## config.mk

```make
export PLATFORM = sky130hd
export DESIGN_NAME = kppi_ram
export DESIGN_NICKNAME = d
export VERILOG_FILES = /design/src/rtl/kppi_ram.sv
export SDC_FILE = /design/constraint.sdc
export NUM_CORES = 1
export LEC_CHECK = 0
export BUFFER_PORTS_ARGS = -buffer_cell sky130_fd_sc_hd__buf_2
export CORE_AREA = 2 2 39 41
export DETAILED_ROUTE_END_ITERATION = 7
export DIE_AREA = 0 0 41 43
export HOLD_SLACK_MARGIN = 0.02
export PLACE_DENSITY = 0.37
export RECOVER_POWER = 50
export SYNTH_ARGS = -nofsm -noshare
export SYNTH_HDL_FRONTEND = slang
export SYNTH_SLANG_ARGS = --single-unit
export TNS_END_PERCENT = 1
```

## constraint.sdc

```tcl
create_clock -name clk -period 1.9 [get_ports clk]
set_input_delay 0 -clock clk [delete_from_list [all_inputs] [get_ports clk]]
set_output_delay 0 -clock clk [all_outputs]
set_load 0.01 [all_outputs]
```

## src/rtl/kppi_ram.sv

```systemverilog
// Single-port bit memory holding one presence bitmap bank.
// Generic; registered read, read returns the old contents on a write.
module kppi_ram #(
  parameter int ADDR_W = 2
) (
  input  logic              clk,
  input  logic              en,
  input  logic              we,
  input  logic [ADDR_W-1:0] addr,
  input  logic              wdata,
  output logic              rdata
);

  logic mem [2**ADDR_W];

  always_ff @(posedge clk) begin
    if (en) begin
      if (we) begin
        mem[addr] <= wdata;
      end
      rdata <= mem[addr];
    end
  end

endmodule

```

After elaboration in Yosys (flattened, before gate mapping)
Memory sizes are Yosys's and may differ from the RTL's. A register that Yosys moved wholly into a read port is not among the register bits.
Cells that the tools add are included.
Cells by class
  add/sub/neg operators: 0
  multipliers: 0
  div/mod/pow operators: 0
  magnitude comparators: 0
  equality and inequality tests: 0
  shifts and indexed selects: 0
  muxes and demuxes: 3
  bitwise operators: 0
  reductions and logical operators: 0
Operator list (count)
  $mux 1: 3
Storage, ports and cells
  register bits after elaboration: 0
  latch bits: 0
  memory bits (writable): 4
  bits in read-only memories: 0
  memories: 1
Memories
  mem: words 4, width 1, read ports 1, clocked after Yosys merged registers in 1, wr ports 1, RTL line 14  | logic mem [2**ADDR_W];

Longest topological paths before layout
  depth after elaboration: 3
  mapped depth: 1
  depth with buffers taken out: 1

Least setup slack after synthesis
Ideal clock, no wire load.
  path type: register to register
  start: memory mem[3]
  end: register rdata (read register of mem), data pin
  arrival: 0.775 ns
  data required time: 1.628 ns
  path slack: 0.853 ns
  stages on the path, launching flop included: 2
  cells stage by stage: edfxtp_1 -> mux4_2
RTL lines
  start, declared: RTL line 14
  end, declared: RTL line 11  | output logic rdata
No word-level cell between the ends.

Final worst setup path
  start: memory mem[2]
  end: register rdata (read register of mem), data pin
No word-level cell between the ends.

==> key figures <==
Yosys
  • Ranking of synthesized cells by area: edfxtp_1 69%, and4b_2 10%, mux4_2 10%
  • Seq/Total Area, Yosys: 0.6897
  • Post-synth top cells: 5 x edfxtp_1, 2 x and4b_2, 1 x and4_2, 1 x and4bb_2, 1 x mux4_2
  • Compound-Gate Fraction of Synth Area: 0
  • Post-synth net total: 16
  • Count of unique library cells instantiated by Yosys: 5
  • Mux cell area share after synthesis: 0.1034
  • Yosys top cell by area: edfxtp_1
  • Synth Area in Simple Gates: 0.2069
  • Post-synthesis xor/xnor area fraction: 0
  • Synth Flop Type: edfxtp_1
  • Cell Area, Synth: 217.7 um^2
  • Syn Area/Cell: 21.77 um^2
  • Largest family of logic cells by synthesized area: simple AND/OR/NAND/NOR gates
  • Most numerous cell in the Yosys netlist: edfxtp_1
  • Ys Warns: 0
  • Area fraction of the dominant cell type after synthesis: 0.6897
  • FF+latch count, synth: 5
  • Post-synth EDFFs: 5
  • Post-synthesis cell count: 10
  • Synth Area in Adders: 0
  • Synth async-reset ratio: 0

Placed design
  • Port Buffers: 6
  • Placed insts: 32
  • Gpl congestion: 0.6007

STA
  • Final Max Tran Viols: 0
  • Setup TNS: 0 ps
  • Clock Skew: 2.585 ps
  • Final setup viols: 0
  • Fin crit period: 1073 ps
  • Max Clk Rate: 931.7 MHz
  • Worst slew margin: 0.8675
  • Final Hold Viols: 0
  • Fin crit share: 0.5649
  • Slew @ Worst Pin: 198.7 ps
  • RSZ-0062 raised after global routing: no

Critical path
  • Reg2Reg Capture Point: rdata
  • RR Startpoint: mem[2]
  • Crit end category: flip-flop
  • CP Buf/Inv Count: 0
  • Crit path max fanout: 1
  • Worst r2r path cells: 1
  • Crit Path Class: flip-flop to flip-flop
  • CP delay by family, top: multiplexers
  • CP Data Arrival Time: 1050 ps
  • CP max stage delay: 450 ps
  • CP cell instances: mux4_2
  • Setup slack, reg-to-reg: 830 ps
  • WP depth: 1
  • Slowest cell on the critical path: mux4_2
  • Data required time at the worst endpoint: 1880 ps
  • Crit start category: flip-flop

Clock network
  • H-tree levels: 1
  • Clock root buffer: clkbuf_4
  • Post-cts gate resize count: 0
  • Clk sinks: 5
  • Clock Path Buffers: 2
  • CTS tree: yes
  • Clock Latency Late Sink: 240 ps
  • CTS clk-pin slew, worst paths: 40 ps
  • Total CTS buffers: 3

Detailed routing
  • Number of remaining DRC errors: 0
  • Routed vias/inst: 3.789
  • Drt pass-1 iters: 2
  • DR vias: 144
  • Routed len/inst: 10.08 um
  • Starting DRC count in detailed routing: 1
  • Post-Route WL: 383 um
  • Final ANT Viol Nets: 0

Hold path
  • Hold Crit Start: addr[1]
  • Min-Delay Path Depth: 2
  • Hold endpoint: rdata
  • Hold Crit Class: input pin to flip-flop

Power
  • Worst vdd ir: 362.1 uV
  • Total power: 272.0 uW
  • Switching part of the total: 0.1985
  • Flop pwr share: 0.469
  • P_int: 218.0 uW
  • Clock group share of total power: 0.454
  • Leakage power: 0.0001121 uW
  • PD cells: 873.2 nW/um^2
  • Switch Pwr: 54.01 uW
  • Comb pwr share: 0.077

Die
  • Horiz. Die Dim: 41 um
  • Initial Util: 0.1573
  • FP Rows: 14
  • # IOs: 7
  • Die height: 43 um
  • DIE AREA: 1763 um^2
  • Core area: 1384 um^2

Global route
  • Vias in the first global route: 147
  • Initial antenna violation count: 0
  • Largest net degree at the start of global routing: 6
  • Overall routing resource usage: 0.06465
  • First-pass GRT wire length: 648 um
  • Global route total overflow: 0

Finish
  • Utilization after layout: 0.2251
  • Finished Layout Cells: 38
  • Layout cells sized above 1: 0.5455
  • Nets: 29
  • Ant. Diodes: 0
  • Area Growth Syn to Fin: 43.10%
  • # fillers: 153

Outcome
  • Status: complete, no violations

Flow run
  • Max-cap violations: 0
power groups by stage:
stage	combinational, uW	clock, uW	sequential, uW
floorplan	6.11	0	130
CTS	21.5	130	128
finish	20.8	124	128
global placement	17.9	0	129
detailed placement	18.3	0	129
global route	23.1	143	128
timing repair:
item	CTS	global route
hold endpoints to repair	5	0
hold buffers	2	0
setup endpoints to repair	0	0
buffers inserted	0	0
layout by cell type (no fill, tap or decap):
cell / instances
and4_2: 1
and4b_2: 2
and4bb_2: 1
buf_2: 4
clkbuf_1: 3
clkbuf_4: 3
dlygate4sd3_1: 2
edfxtp_1: 5
mux4_2: 1
registers in the layout, summed over array words and instances, names as in the netlist:
signal	flops
rdata	1
mem	4
cell type report:
| class | count | area, um^2 | share of cell area |
|---|---|---|---|
| Clock buffer | 4 | 26.28 | 0.08434 |
| Multi-Input combinational cell | 5 | 67.56 | 0.2169 |
| Sequential cell | 5 | 150.1 | 0.4819 |
| Tap cell | 16 | 20.02 | 0.06426 |
| Timing Repair Buffer | 8 | 47.55 | 0.1526 |
worst max path at each step:
| stage | from | end |
|---|---|---|
| global placement | mem[3] | rdata |
| CTS | mem[2] | rdata |
| global route | mem[2] | rdata |
| floorplan | mem[3] | rdata |
| detailed placement | mem[0] | rdata |
| finish | mem[2] | rdata |
routing by layer:
layer	up-vias	share of wire	GRT usage
met2	9	0.39	0.05313
met4	0	0	0.06000
met5	-	0	0
li1	69	-	-
met3	0	0.11	0.06283
met1	66	0.50	0.08525
logic make-up after synthesis:
kind of cell	after synthesis
flops	5
simple gates	4
mux	1
through the flow:
| stage | hold WS (ps) | setup WS, ps | area [um^2] |
|---|---|---|---|
| final | 159.5 | 826.7 | 311.5 |
| after global routing | 171.2 | 766.1 | 311.5 |
| after CTS | 153.0 | 827.7 | 314.1 |
| after detailed placement | 228.0 | 833.8 | 267.8 |
| after global placement | 231.3 | 833.2 | 267.8 |
| after floorplan | 98.87 | 853.2 | 217.7 |
No activity file was read; power rests on OpenSTA's default activity.
