**src/rtl/kppi_pkg.sv**
```systemverilog
// Shared types and constants for the k-mer prefix presence index.
// Used by every module of the block but kppi_ram; depends on nothing else.
package kppi_pkg;

  localparam int KMER_LEN = 8;
  localparam int CODE_W   = 2 * KMER_LEN;
  localparam int LEN_W    = $clog2(KMER_LEN + 1);
  localparam int BASE_W   = 3;
  localparam int KMER_W   = 16;
  localparam int PLEN_W   = 4;

  localparam logic [BASE_W-1:0] BASE_LAST_VALID = BASE_W'(3);

  typedef enum logic {
    OP_FEED  = 1'b0,
    OP_QUERY = 1'b1
  } op_t;

  // An item on its way along the row of cells.
  typedef struct packed {
    logic             valid;
    op_t              op;
    logic [CODE_W-1:0] code;
    logic [LEN_W-1:0]  run;
    logic [LEN_W-1:0]  best;
  } token_t;

  // Clearing sweep that runs through every bank after reset.
  typedef struct packed {
    logic              active;
    logic [CODE_W-1:0] addr;
  } clear_t;

  // Request from a cell to its bitmap bank.
  typedef struct packed {
    logic              en;
    logic              we;
    logic [CODE_W-1:0] addr;
    logic              wdata;
  } bank_req_t;

endpackage

```
**src/rtl/kppi_cell.sv**
```systemverilog
// One cell of the row: owns the bitmap bank of one k-mer length.
// Depends on kppi_pkg; its bank is a kppi_ram instance placed by the top level.
module kppi_cell (
  input  logic                   clk,
  input  logic                   rst,
  input  logic                   adv,
  input  logic [kppi_pkg::LEN_W-1:0] level,
  input  kppi_pkg::clear_t       clr,
  input  kppi_pkg::token_t       tok_in,
  input  logic                   hit_in,
  output kppi_pkg::token_t       tok_out,
  output kppi_pkg::bank_req_t    req
);
  import kppi_pkg::*;

  logic [CODE_W-1:0] feed_mask;
  logic [LEN_W-1:0]  shift_len;
  logic [CODE_W-1:0] look_addr;
  logic              feed_write;
  logic [LEN_W-1:0]  best_fold;

  // A feed marks the j-mer in the low 2j bits of the window; a query looks
  // up its leading j bases.
  always_comb begin
    feed_mask = ~({CODE_W{1'b1}} << {level, 1'b0});
    shift_len = LEN_W'(KMER_LEN) - level;
    if (tok_in.op == OP_FEED) begin
      look_addr = tok_in.code & feed_mask;
    end else begin
      look_addr = tok_in.code >> {shift_len, 1'b0};
    end
    feed_write = tok_in.valid && (tok_in.op == OP_FEED) && (tok_in.run >= level);
  end

  // The previous cell's lookup result arrives alongside the item.
  always_comb begin
    if (tok_in.valid && (tok_in.op == OP_QUERY) && hit_in) begin
      best_fold = level - LEN_W'(1);
    end else begin
      best_fold = tok_in.best;
    end
  end

  always_comb begin
    req.en    = clr.active || adv;
    req.we    = clr.active || (adv && feed_write);
    req.addr  = clr.active ? clr.addr : look_addr;
    req.wdata = !clr.active;
  end

  always_ff @(posedge clk) begin
    if (rst) begin
      tok_out.valid <= 1'b0;
    end else if (adv) begin
      tok_out.valid <= tok_in.valid;
    end
  end

  always_ff @(posedge clk) begin
    if (adv) begin
      tok_out.op   <= tok_in.op;
      tok_out.code <= tok_in.code;
      tok_out.run  <= tok_in.run;
      tok_out.best <= best_fold;
    end
  end

endmodule

```
**config.mk**
```make
export PLATFORM = sky130hd
export DESIGN_NAME = kppi_cell
export DESIGN_NICKNAME = d
export VERILOG_FILES = /design/src/rtl/kppi_pkg.sv /design/src/rtl/kppi_cell.sv
export SDC_FILE = /design/constraint.sdc
export NUM_CORES = 1
export LEC_CHECK = 0
export BUFFER_PORTS_ARGS = -buffer_cell sky130_fd_sc_hd__buf_4
export CAP_MARGIN = 40
export CORE_MARGIN = 10
export CORE_UTILIZATION = 26
export DETAILED_ROUTE_END_ITERATION = 10
export PLACE_DENSITY = 0.55
export SETUP_SLACK_MARGIN = 0.1
export SYNTH_ARGS = -nofsm -noshare
export SYNTH_HDL_FRONTEND = slang
export SYNTH_SLANG_ARGS = --single-unit
export TNS_END_PERCENT = 10
```
**constraint.sdc**
```tcl
create_clock -name clk -period 2.34 [get_ports clk]
set_input_delay 0.234 -clock clk [delete_from_list [all_inputs] [get_ports clk]]
set_output_delay 0.234 -clock clk [all_outputs]
set_load 0.01 [all_outputs]
```
**Yosys cells after proc, flatten, opt, wreduce, memory -nomap -nowiden**

Index checks and enable logic that the tools add are counted.
Widths: inputs -> output; s select.

- Flip-flop bits (word level): 26
- Input port bits: 51
- Output and inout port bits: 45
- Logic and storage cells: 24

- Add/sub/neg operators: 2
- Order comparisons: 1
- Shift operators: 2
- Mux-type cells: 3
- Bitwise logic cells: 3
- Reductions and logical operators: 8

Operators with widths:

| operator | number |
|---|---|
| $mux 16 | 2 |
| $and 16x16->16 | 1 |
| $not 16->16 | 1 |
| $shl 16x5->16 const A | 1 |
| $shr 16x5->16 | 1 |
| $logic_and 1x1->1 | 5 |
| $ge 4x4->1 | 1 |
| $mux 4 | 1 |
| $sub 4x1->4 const B | 1 |
| $sub 4x4->4 const A | 1 |
| $logic_or 1x1->1 | 2 |
| $logic_not 1->1 | 1 |
| $not 1->1 | 1 |

**Depth between registers and ports, before layout**

- Depth in word-level cells: 5
- Mapped depth: 9
- Gate-level depth less buffers: 8

**Worst setup path before layout**

Ideal clock, no wire load.

- Path type: input-to-output
- From: input level[0] in the netlist's numbering
- To: output req[4] in the netlist's numbering
- Data arrival time: 1.892 ns
- Required time: 2.106 ns
- Slack: 0.214 ns
- Stages on the path: 8
- Buffers on the path: 1
- Cell sequence: buf_2 inv_1 ha_1 ha_1 or2b_2 o2bb2ai_1 a311oi_2 a221o_1

RTL lines:

| element | line | text |
|---|---|---|
| start: declaration | kppi_cell.sv:7 | `input logic [kppi_pkg::LEN_W-1:0] level,` |
| end: declaration | kppi_cell.sv:12 | `output kppi_pkg::bank_req_t req` |

==> metrics.md <==
| Metric | Value |
|---|---|
| Status | completed |
| Finished Layout Cells | 367 |
| Total gr overflow | 0 |
| Largest reg by FF count | tok_out |
| Avg Cell Area, Syn | 10.62 um2 |
| Int Pwr | 0.9335 mW |
| Worst setup EP type | primary output |
| Slew Limit Fails | 0 |
| CTS clk-pin slew, worst paths | 0.09 ns |
| Sequential share of the synthesized area | 41.23% |
| Post-synthesis adder-cell area fraction | 5.355% |
| Drt total wl | 6667 um |
| Clock group share of total power | 22.7% |
| Combinational group share of total power | 35.0% |
| Clk root buf | clkbuf_8 |
| Number of inserted diodes | 0 |
| Multiplexer share of the synthesized area | 10.51% |
| Final instance area | 2753 um2 |
| Antenna violations before repair | 0 |
| Area leader, netlist | edfxtp_1 |
| Core ar. | 6907 um2 |
| Die height | 104.8 um |
| Min Tclk post-route | 2.191 ns |
| Fmax | 456.3 MHz |
| Post-synth top flop | edfxtp_1 |
| Top-count cell post-synth | edfxtp_1 |
| DRT Pass-1 Iters | 4 |
| Die area | 10980 um2 |
| Mapped Nets | 235 |
| Netlist Area Pre-Place | 1869 um2 |
| Critical path class | input pin to primary output |
| VDD IR max | 0.0001744 V |
| Worst Path Max Fanout | 6 |
| Total GRT Usage | 11.64% |
| Clock Skew | 0 ns |
| Area contributors post-synth | edfxtp_1 (40%), mux2i_1 (7.5%), ha_1 (5.4%), nand2_1 (3.6%), a21oi_1 (3.2%) |
| Max reg flops | 26 |
| Worst endpoint required time | 2.11 ns |
| # H-tree levels | 1 |
| Yosys reg bits | 26 |
| Post-detail-place hpwl | 5303 um |
| Fin Setup TNS | 0 ns |
| Max-slew headroom | 67.29% |
| Syn-to-layout area delta | 47.26% |
| Post-DRT Antenna Nets | 0 |
| Crit path launch | level[1] |
| Clk Latency, worst-skew pair | 0.27 ns |
| NetSw | 0.3910 mW |
| Final setup vio count | 0 |
| Synth Area in Simple Gates | 15.80% |
| Power, Total | 1.324 mW |
| IO buf count | 95 |
| Compound-Gate Fraction of Synth Area | 20.95% |
| Share of Yosys cell area claimed by the top area cell type | 40.16% |
| Top flop regs | tok_out x26 |
| IO Pins | 96 |
| Share of cells above drive strength 1 | 45.39% |
| Clock Sinks | 26 |
| PwrDens | 481.2 nW/um2 |
| Hold Path Class | input pin to flip-flop |
| Post-synth EDFFs | 25 |
| Hold Vio Cnt, Final | 0 |
| Worst Setup EP | req[4] |
| CTS Buf Count | 3 |
| Clock buffer depth | 2 |
| Starting density of the core | 27.07% |
| Placed Cells | 363 |
| Worst hold slack | 0.09884 ns |
| Max Cap Viol | 0 |
| Placed Area | 2659 um2 |
| R2R Setup Slk | 1.75 ns |
| Slew at the pin closest to its max-slew limit | 0.4877 ns |
| CTS Hold Bufs | 0 |
| Die W | 104.8 um |
| Startpoint types | input pin |
| Post-synthesis cell type count | 40 |
| Synthesized netlist cell count | 176 |
| Largest family of logic cells by synthesized area | compound AO/OA/AOI/OAI gates |
| Sw Share | 29.52% |
| P_leak | 1.207 nW |
| Reg-to-reg endpoint | tok_out[25] |
| Ys async rst share | 0% |
| Largest net degree at the start of global routing | 31 |
| RSZ-0062 raised after global routing | yes |
| # DRC | 0 |
| Post-DR wirelength/cell | 18.17 um |
| FP Rows | 30 |
| Routed vias/inst | 4.837 |
| Synth Area in XOR/XNOR | 0% |
| Synth warn | 0 |
| R2R cell count | 2 |
| Critical path arrival | 1.96 ns |
| Postcts setup bufs | 0 |
| CTS tree | built |
| Number of global-route vias before repair | 1828 |
| Final period utilization | 93.65% |
| First-pass GRT wire length | 10330 um |
| GPL Wtd Cong | 0.8355 |
| Initial DRC count | 132 |
| Final net count | 331 |
| Reg power frac | 42.3% |
| RR Startpoint | tok_out[25] |
| Top post-synthesis cells by count | edfxtp_1 (25), nand2_1 (18), mux2i_1 (14), a21oi_1 (12) |
| Vias post-DR | 1775 |
metal layers:
layer  track usage [%]  part of all wire (%)
met1             16.08                    48
met2             17.22                    44
met3             3.440                   7.1
met4             2.941                  0.75
met5                 0                     0
repair_timing:
action | 4_1_cts | 5_1_grt
gates resized for setup | 0 | 8
endpoints found under the setup margin | 0 | 7
endpoints found under the hold margin | 0 | 0
cells in the final DEF (no fill, tap or decap), drive strengths merged, types with 2 or more instances in the layout:
cell type | Yosys | layout
a211o | 2 | 2
a211oi | 2 | 2
a21o | 4 | 4
a21oi | 12 | 12
a221o | 3 | 3
a22oi | 8 | 8
a2bb2oi | 2 | 2
buf | 5 | 101
clkbuf | 5 | 4
edfxtp | 25 | 25
ha | 8 | 8
inv | 7 | 7
mux2i | 14 | 14
mux4 | 2 | 2
nand2 | 18 | 18
nand2b | 4 | 4
nand3 | 4 | 4
nor2 | 9 | 9
nor2b | 6 | 6
nor3 | 3 | 3
nor4 | 2 | 2
o21ai | 11 | 11
o221ai | 4 | 4
o22a | 3 | 3
or2 | 2 | 2
layout make-up:
type                            instances  area (um2)
Tap cell                               96       120.1
Clock buffer                            4       55.05
Inverter                                7       26.28
Multi-Input combinational cell        133        1022
Fill cell                             728        4154
Timing Repair Buffer                  101       758.2
Sequential cell                        26       770.7
critical path, stage by stage:
cell       delay, ns
buf_4           0.14
inv_1           0.10
ha_2            0.19
ha_2            0.31
or2b_2          0.35
o2bb2ai_2       0.16
a311oi_2        0.07
a221o_1         0.27
buf_4           0.15
power by group through the flow:
stage,sequential (mW),clock (mW),combinational (mW)
global route,0.564,0.340,0.507
global placement,0.570,0,0.458
detailed placement,0.571,0,0.458
floorplan,0.592,0,0.201
CTS,0.560,0.320,0.460
finish,0.560,0.301,0.464
how the worst min path moves through the flow:
stage,end,startpoint,cells past startpoint,slack [ns]
after global placement,tok_out[25],rst,2,0.39
after detailed placement,tok_out[25],rst,2,0.39
after global routing,tok_out[25],rst,2,0.07
final,tok_out[25],rst,2,0.1
after CTS,tok_out[25],rst,2,0.09
after floorplan,tok_out[25],rst,1,0.30
through the flow:
step                      utilization [%]  worst slack (ns)
after floorplan                         -            0.2144
after global placement              38.50            0.1563
after detailed placement            38.50            0.1180
after CTS                           39.29            0.1111
after global routing                39.86           0.08532
final                               39.86            0.1486
kinds of logic after synthesis:
family,count (synthesis)
AO/OA/AOI/OAI,54
AND/OR/NAND/NOR,54
flip-flops,26
buffers and inverters,17
multiplexers,17
adder cells (fa/ha/maj),8
Note: power is estimated with default switching activity, not from simulation.
